==> config.mk <==
export PLATFORM = sky130hd
export DESIGN_NAME = md5_block_compress_unit
export DESIGN_NICKNAME = d
export VERILOG_FILES = /design/src/rtl/md5bc_pkg.sv /design/src/rtl/md5_block_compress_unit.sv /design/src/rtl/md5bc_msg_buf.sv /design/src/rtl/md5bc_round.sv
export SDC_FILE = /design/constraint.sdc
export NUM_CORES = 2
export LEC_CHECK = 0
export BUFFER_PORTS_ARGS = -buffer_cell sky130_fd_sc_hd__clkbuf_2
export CAP_MARGIN = 0
export CORE_MARGIN = 2
export CORE_UTILIZATION = 59
export DETAILED_ROUTE_END_ITERATION = 8
export GPL_TIMING_DRIVEN = 0
export PLACE_DENSITY = 0.76
export SLEW_MARGIN = 10
export SYNTH_ARGS = -nofsm -noshare
export SYNTH_HDL_FRONTEND = slang
export SYNTH_SLANG_ARGS = --single-unit
==> constraint.sdc <==
create_clock -name clk -period 13.4 [get_ports clk]
set_input_delay 0 -clock clk [delete_from_list [all_inputs] [get_ports clk]]
set_output_delay 0 -clock clk [all_outputs]
set_load 0.1 [all_outputs]
==> src/rtl/md5bc_pkg.sv <==
package md5bc_pkg;

  localparam int unsigned WORD_W = 32;

  typedef enum logic [1:0] {
    ST_COLLECT,
    ST_PRIME,
    ST_ROUND,
    ST_FINAL
  } state_t;

  // Working words a, b, c, d of the compression.
  typedef struct packed {
    logic [WORD_W-1:0] a;
    logic [WORD_W-1:0] b;
    logic [WORD_W-1:0] c;
    logic [WORD_W-1:0] d;
  } work_t;

  localparam logic [WORD_W-1:0] IV0 = 32'h67452301;
  localparam logic [WORD_W-1:0] IV1 = 32'hefcdab89;
  localparam logic [WORD_W-1:0] IV2 = 32'h98badcfe;
  localparam logic [WORD_W-1:0] IV3 = 32'h10325476;

  localparam logic [WORD_W-1:0] ROUND_K [64] = '{
    32'hd76aa478, 32'he8c7b756, 32'h242070db, 32'hc1bdceee,
    32'hf57c0faf, 32'h4787c62a, 32'ha8304613, 32'hfd469501,
    32'h698098d8, 32'h8b44f7af, 32'hffff5bb1, 32'h895cd7be,
    32'h6b901122, 32'hfd987193, 32'ha679438e, 32'h49b40821,
    32'hf61e2562, 32'hc040b340, 32'h265e5a51, 32'he9b6c7aa,
    32'hd62f105d, 32'h02441453, 32'hd8a1e681, 32'he7d3fbc8,
    32'h21e1cde6, 32'hc33707d6, 32'hf4d50d87, 32'h455a14ed,
    32'ha9e3e905, 32'hfcefa3f8, 32'h676f02d9, 32'h8d2a4c8a,
    32'hfffa3942, 32'h8771f681, 32'h6d9d6122, 32'hfde5380c,
    32'ha4beea44, 32'h4bdecfa9, 32'hf6bb4b60, 32'hbebfbc70,
    32'h289b7ec6, 32'heaa127fa, 32'hd4ef3085, 32'h04881d05,
    32'hd9d4d039, 32'he6db99e5, 32'h1fa27cf8, 32'hc4ac5665,
    32'hf4292244, 32'h432aff97, 32'hab9423a7, 32'hfc93a039,
    32'h655b59c3, 32'h8f0ccc92, 32'hffeff47d, 32'h85845dd1,
    32'h6fa87e4f, 32'hfe2ce6e0, 32'ha3014314, 32'h4e0811a1,
    32'hf7537e82, 32'hbd3af235, 32'h2ad7d2bb, 32'heb86d391
  };

  localparam logic [4:0] ROT_AMT [16] = '{
    5'd7,  5'd12, 5'd17, 5'd22,
    5'd5,  5'd9,  5'd14, 5'd20,
    5'd4,  5'd11, 5'd16, 5'd23,
    5'd6,  5'd10, 5'd15, 5'd21
  };

  // Message word used by a given round.
  function automatic logic [3:0] msg_index(input logic [5:0] rnd);
    logic [7:0] lo;
    logic [7:0] t;
    lo = {4'b0000, rnd[3:0]};
    case (rnd[5:4])
      2'd0:    t = lo;
      2'd1:    t = lo * 8'd5 + 8'd1;
      2'd2:    t = lo * 8'd3 + 8'd5;
      2'd3:    t = lo * 8'd7;
      default: t = lo;
    endcase
    return t[3:0];
  endfunction

endpackage

==> src/rtl/md5_block_compress_unit.sv <==
// MD5 block compression unit.
//
// Input channel (msg_valid / msg_ready): one 32-bit message word per request,
// with restart set on the first word of a new message to reload the standard
// initial chaining value. Sixteen words make one block; a restart on any word
// drops the partial block and makes that word word 0.
// Output channel (digest_valid / digest_ready): after every sixteenth word the
// block runs the 64 MD5 rounds on one shared round unit, one round per cycle,
// and offers the updated chaining value as digest_a..digest_d.
// After the sixteenth word the unit is busy while it primes the message
// fetch pipeline, runs the 64 rounds and does the chaining add, and the
// digest is valid on the cycle after that add.
// Stalls: the digest sits in an output register, so words of the next block
// are taken while it waits; only the sixteenth word of that block is held off
// until the pending digest has been taken.
// Reset (rst, synchronous) loads the initial chaining value, clears the word
// count and drops any pending digest. The message buffer is not cleared.
module md5_block_compress_unit (
  input  logic        clk,
  input  logic        rst,
  input  logic        msg_valid,
  output logic        msg_ready,
  input  logic [31:0] msg_word,
  input  logic        restart,
  output logic        digest_valid,
  input  logic        digest_ready,
  output logic [31:0] digest_a,
  output logic [31:0] digest_b,
  output logic [31:0] digest_c,
  output logic [31:0] digest_d
);

  md5bc_pkg::state_t state;
  md5bc_pkg::state_t state_next;

  logic [3:0]  word_count;
  logic [3:0]  word_count_next;
  logic [3:0]  wr_addr;
  logic        msg_accept;
  logic        prime_cnt;
  logic [5:0]  rnd;
  logic [5:0]  fidx;
  logic [31:0] rd_data;
  logic [31:0] kq;
  logic [31:0] mk;
  logic [31:0] chain [4];
  md5bc_pkg::work_t work;
  md5bc_pkg::work_t work_next;

  // A sixteenth word may only be taken once the previous digest is gone.
  always_comb begin
    state_next      = state;
    msg_ready       = 1'b0;
    word_count_next = word_count;
    wr_addr         = restart ? 4'd0 : word_count;
    case (state)
      md5bc_pkg::ST_COLLECT: begin
        msg_ready = !((word_count == 4'd15) && digest_valid);
        if (msg_valid && msg_ready) begin
          word_count_next = wr_addr + 4'd1;
          if (wr_addr == 4'd15) begin
            state_next = md5bc_pkg::ST_PRIME;
          end
        end
      end
      md5bc_pkg::ST_PRIME: begin
        if (prime_cnt) begin
          state_next = md5bc_pkg::ST_ROUND;
        end
      end
      md5bc_pkg::ST_ROUND: begin
        if (rnd == 6'd63) begin
          state_next = md5bc_pkg::ST_FINAL;
        end
      end
      md5bc_pkg::ST_FINAL: begin
        state_next = md5bc_pkg::ST_COLLECT;
      end
      default: begin
        state_next = md5bc_pkg::ST_COLLECT;
      end
    endcase
  end

  assign msg_accept = msg_valid && msg_ready;

  always_ff @(posedge clk) begin
    if (rst) begin
      state      <= md5bc_pkg::ST_COLLECT;
      word_count <= 4'd0;
    end else begin
      state      <= state_next;
      word_count <= word_count_next;
    end
  end

  // Sequencer counters. fidx runs two rounds ahead of rnd so that the
  // registered buffer read and the constant add are ready in time.
  always_ff @(posedge clk) begin
    if (rst) begin
      prime_cnt <= 1'b0;
      rnd       <= 6'd0;
      fidx      <= 6'd0;
    end else begin
      prime_cnt <= (state == md5bc_pkg::ST_PRIME) ? !prime_cnt : 1'b0;
      rnd       <= (state == md5bc_pkg::ST_ROUND) ? rnd + 6'd1 : 6'd0;
      fidx      <= (state == md5bc_pkg::ST_COLLECT) ? 6'd0 : fidx + 6'd1;
    end
  end

  md5bc_msg_buf u_buf (
    .clk     (clk),
    .wr_en   (msg_accept),
    .wr_addr (wr_addr),
    .wr_data (msg_word),
    .rd_addr (md5bc_pkg::msg_index(fidx)),
    .rd_data (rd_data)
  );

  always_ff @(posedge clk) begin
    kq <= md5bc_pkg::ROUND_K[fidx];
    mk <= rd_data + kq;
  end

  md5bc_round u_round (
    .cur   (work),
    .phase (rnd[5:4]),
    .shamt (md5bc_pkg::ROT_AMT[{rnd[5:4], rnd[1:0]}]),
    .mk    (mk),
    .nxt   (work_next)
  );

  always_ff @(posedge clk) begin
    if (state == md5bc_pkg::ST_PRIME) begin
      work.a <= chain[0];
      work.b <= chain[1];
      work.c <= chain[2];
      work.d <= chain[3];
    end else if (state == md5bc_pkg::ST_ROUND) begin
      work <= work_next;
    end
  end

  // Chaining value: reloaded on restart, accumulated at the end of a block.
  always_ff @(posedge clk) begin
    if (rst || (msg_accept && restart)) begin
      chain[0] <= md5bc_pkg::IV0;
      chain[1] <= md5bc_pkg::IV1;
      chain[2] <= md5bc_pkg::IV2;
      chain[3] <= md5bc_pkg::IV3;
    end else if (state == md5bc_pkg::ST_FINAL) begin
      chain[0] <= chain[0] + work.a;
      chain[1] <= chain[1] + work.b;
      chain[2] <= chain[2] + work.c;
      chain[3] <= chain[3] + work.d;
    end
  end

  always_ff @(posedge clk) begin
    if (rst) begin
      digest_valid <= 1'b0;
    end else if (state == md5bc_pkg::ST_FINAL) begin
      digest_valid <= 1'b1;
    end else if (digest_ready) begin
      digest_valid <= 1'b0;
    end
  end

  always_ff @(posedge clk) begin
    if (state == md5bc_pkg::ST_FINAL) begin
      digest_a <= chain[0] + work.a;
      digest_b <= chain[1] + work.b;
      digest_c <= chain[2] + work.c;
      digest_d <= chain[3] + work.d;
    end
  end

endmodule

==> src/rtl/md5bc_msg_buf.sv <==
module md5bc_msg_buf (
  input  logic        clk,
  input  logic        wr_en,
  input  logic [3:0]  wr_addr,
  input  logic [31:0] wr_data,
  input  logic [3:0]  rd_addr,
  output logic [31:0] rd_data
);

  logic [31:0] mem [16];

  always_ff @(posedge clk) begin
    if (wr_en) begin
      mem[wr_addr] <= wr_data;
    end
  end

  always_ff @(posedge clk) begin
    rd_data <= mem[rd_addr];
  end

endmodule

==> src/rtl/md5bc_round.sv <==
module md5bc_round (
  input  md5bc_pkg::work_t cur,
  input  logic [1:0]       phase,
  input  logic [4:0]       shamt,
  input  logic [31:0]      mk,
  output md5bc_pkg::work_t nxt
);

  logic [31:0] f;
  logic [31:0] sum;
  logic [63:0] rot;

  always_comb begin
    case (phase)
      2'd0:    f = cur.d ^ (cur.b & (cur.c ^ cur.d));
      2'd1:    f = cur.c ^ (cur.d & (cur.b ^ cur.c));
      2'd2:    f = cur.b ^ cur.c ^ cur.d;
      2'd3:    f = cur.c ^ (cur.b | ~cur.d);
      default: f = cur.b ^ cur.c ^ cur.d;
    endcase
  end

  // The message word and round constant arrive already summed as mk.
  assign sum   = cur.a + f + mk;
  assign rot   = {sum, sum} << shamt;
  assign nxt.a = cur.d;
  assign nxt.d = cur.c;
  assign nxt.c = cur.b;
  assign nxt.b = cur.b + rot[63:32];

endmodule

==> impl_metrics.csv <==
group,metric,value,unit
final_layout,finalNetCount,5127,
final_layout,layout_common_cells,"896 x edfxtp_1, 311 x a21oi_1, 304 x nand2_1",
worst_setup_path,crit_end,"work[94]$_DFFE_PP_",
logic_synthesis,async_reset_ff_share,0,%
die,die_y,308,um
sta,setup_viol,0,
detailed_routing,drtAntennaViolNets,0,
logic_synthesis,synth_cells,4461,
clocking,path_clk_slew,70,ps
logic_synthesis,yosysSeqAreaShare,53.7,%
die,row_count,111,
logic_synthesis,synthesis.area,54400,sq um
worst_setup_path,slowest_delay,720,ps
logic_synthesis,yosys.area.top_type,"edfxtp_1",
worst_setup_path,worst_path_max_delay_cell,"buf_1",
die,die_x,308,um
sta,maxSlewHeadroom,13.7,%
logic_synthesis,netlist.area_leader.share,49.4,%
sta,rsz0062_at_grt,"false",
place,post-dp-hpwl,118000,um
logic_synthesis,synth-seq-cells,1012,
die,initial_core_util,59.5,%
hold_path,hold_path.class,"input port to flip-flop",
sta,whs,215,ps
worst_setup_path,crit_type,"flip-flop to flip-flop",
sta,clock-skew-final,80.7,ps
place,port_buffers,166,
worst_setup_path,reg2reg_depth,38,
clocking,insertion_delay,740,ps
clocking,cts_resized,0,
worst_setup_path,crit_path_end_kind,"flip-flop",
die,io_pins,167,
worst_setup_path,critPathLaunchType,"flip-flop",
clocking,tritoncts,"built",
final_layout,final_core_util,67.0,%
final_layout,drive_gt1_share,14.5,%
final_layout,mostFrequentLayoutCell,"edfxtp_1",
power_and_ir_drop,power_leakage,22.3,nW
global_routing,grt_pass1_vias,39583,
clocking,cts_buffers,101,
clocking,clock_path_buffers,3,
logic_synthesis,synth-edff-count,896,
detailed_routing,totalWireLength,168000,um
worst_setup_path,crit_fanout,10,
worst_setup_path,crit_required,13820,ps
sta,final.min_clock_period,10750,ps
global_routing,grt.total_usage,35.5,%
detailed_routing,via_count,39837,
die,dieArea,94700,sq um
worst_setup_path,rr_startpoint,"rnd[4]$_SDFF_PP0_",
detailed_routing,wl_per_cell,27.8,um
detailed_routing,drt_iter0_drc,4389,
global_routing,grt_pass1_wl,248000,um
logic_synthesis,synth_area_per_cell,12.2,sq um
worst_setup_path,startpoint,"rnd[4]$_SDFF_PP0_",
detailed_routing,remaining_drc_errors,0,
die,core,91500,sq um
detailed_routing,via_per_inst,6.57,
sta,max_freq,0.0930,GHz
worst_setup_path,arrival,11180,ps
logic_synthesis,synth_nets,4796,
worst_setup_path,rr_endpoint,"work[94]$_DFFE_PP_",
power_and_ir_drop,power.density,121,nW/um^2
worst_setup_path,r2r_slack,2650,ps
place,gp_congestion,0.986,
clocking,cts_root_buffer,"clkbuf_16",
sta,hold_viol,0,
final_layout,area_delta_synth_final,12.6,%
final_layout,final_cell_area,61300,sq um
run,max_cap_viol_count,0,
global_routing,grt_max_degree,64,
global_routing,grt_overflow,0,
sta,tightest_slew,1290,ps
sta,finalMaxSlewViolations,0,
place,placed_area,57500,sq um
status,outcome,"completed",
clocking,htreeDepth,3,
logic_synthesis,synth_warnings,0,
logic_synthesis,ys.flop_type,"edfxtp_1",
power_and_ir_drop,vdd_ir_drop_max,0.143,mV
worst_setup_path,crit_top_cell,"a21oi_1",
detailed_routing,drt-pass1-iter-count,8,
sta,fin_setup_tns,0,ps
clocking,clock-sinks,1012,
logic_synthesis,synthTopCellsByArea,"edfxtp_1 49%, ha_1 5.9%, mux4_2 5.7%",
global_routing,antenna_found_initial,6,
logic_synthesis,synth_cell_types,91,
sta,fin_crit_sh,80.2,%
-- cell type report --
type	count	area (sq um)
fill	6626	30200
timing repair buffer	228	1770
multi-input combinational	3098	24000
inverter	148	556
buffer	203	802
tap	1186	1480
sequential	1012	29200
clock buffer	128	2790
antenna	4	10.0
clock inverter	58	653
-- cell usage after synthesis (6+ instances only) --
cell	number
o21ai_0	283
a211o_1	9
a41o_1	6
nand3_1	86
inv_1	146
o21ai_1	12
nand2_1	304
nor3_1	53
buf_1	39
o22ai_1	6
nor2b_1	62
xor2_1	81
o31ai_1	16
a311oi_1	14
nand2b_1	95
and2_1	77
o21a_1	31
mux2_2	115
and3_1	30
a21oi_1	311
a31oi_1	57
nand4_1	15
a21boi_0	17
nor2_1	264
clkbuf_1	144
mux2i_1	108
buf_2	17
a2111oi_0	8
dfxtp_1	116
ha_1	257
mux4_2	137
o211ai_1	61
or3_1	22
edfxtp_1	896
a21o_1	96
or2_2	40
fa_1	41
a211oi_1	85
xnor2_1	169
nor3b_1	9
o21bai_1	21
-- worst min-delay path by stage --
stage,from,to,cells past startpoint
finish,msg_word[8],u_buf.mem[7][8]$_DFFE_PP_,2
global route,msg_word[22],u_buf.mem[8][22]$_DFFE_PP_,2
CTS,msg_word[16],u_buf.mem[0][16]$_DFFE_PP_,2
detailed placement,digest_ready,digest_valid$_SDFFE_PP0P_,4
global placement,digest_ready,digest_valid$_SDFFE_PP0P_,4
floorplan,msg_word[0],u_buf.mem[0][0]$_DFFE_PP_,0
-- registers in the layout, summed over array words and instances (netlist names), 2 cells and up --
name and count:
fidx 6, mk 32, u_buf.mem 512, rnd 6, digest_c 32, work 128
state 2, digest_b 32, digest_d 32, digest_a 32, kq 32, u_buf.rd_data 32
chain 128, word_count 4
-- repair_timing --
action,in CTS,in global routing
buffers inserted,0,0
hold endpoints to repair,521,0
hold buffers,38,0
-- critical path, delay by kind of cell (launching register included) --
kind	cells	cell delay, ps
buffers and inverters	6	2060
DFF	1	300
muxes	5	1620
xor gates and xnor gates	3	560
adders and majority gates	5	1750
AOI/OAI and AO/OA	13	3150
and+or+nand+nor	6	1050
-- per-layer routing --
| layer | routed length [um] | GRT usage, % | vias to the layer above | part of all wire (%) |
|---|---|---|---|---|
| met5 | 12 | 0 | - | 0.0071 |
| li1 | - | - | 17516 | - |
| met2 | 80000 | 58.3 | 2268 | 48 |
| met4 | 12300 | 22.7 | 2 | 7.3 |
| met3 | 14200 | 6.19 | 574 | 8.5 |
| met1 | 61800 | 43.6 | 19477 | 37 |
-- metrics by stage --
step           setup WS (ps)  total power [mW]  cells
2_1_floorplan           4720              4.28   4461
3_3_place_gp            2720              4.53   5813
3_5_place_dp            2770              4.54   5837
4_1_cts                 2760              7.42   6061
5_1_grt                 1900              7.65   6065
6_report                2650              7.43   6065
-- kinds of logic after synthesis --
kind of cell               count (synthesis)  synth area share (%)
buffers and inverters                    351                  2.49
and+or+nand+nor                         1083                  9.64
xor gates and xnor gates                 251                  4.05
DFF                                     1012                  53.7
AOI/OAI and AO/OA                       1105                  12.7
adders and majority gates                298                  7.41
muxes                                    361                  10.1
-- report_power, final --
part           leakage, nW  total, mW  switching (mW)  internal (mW)
logic                 11.4      0.997           0.601          0.396
clock network         1.68       2.91            1.28           1.63
registers             9.13       3.52          0.0275           3.49
total                 22.3       7.43            1.91           5.52
Note: power is estimated with default switching activity, not from simulation.
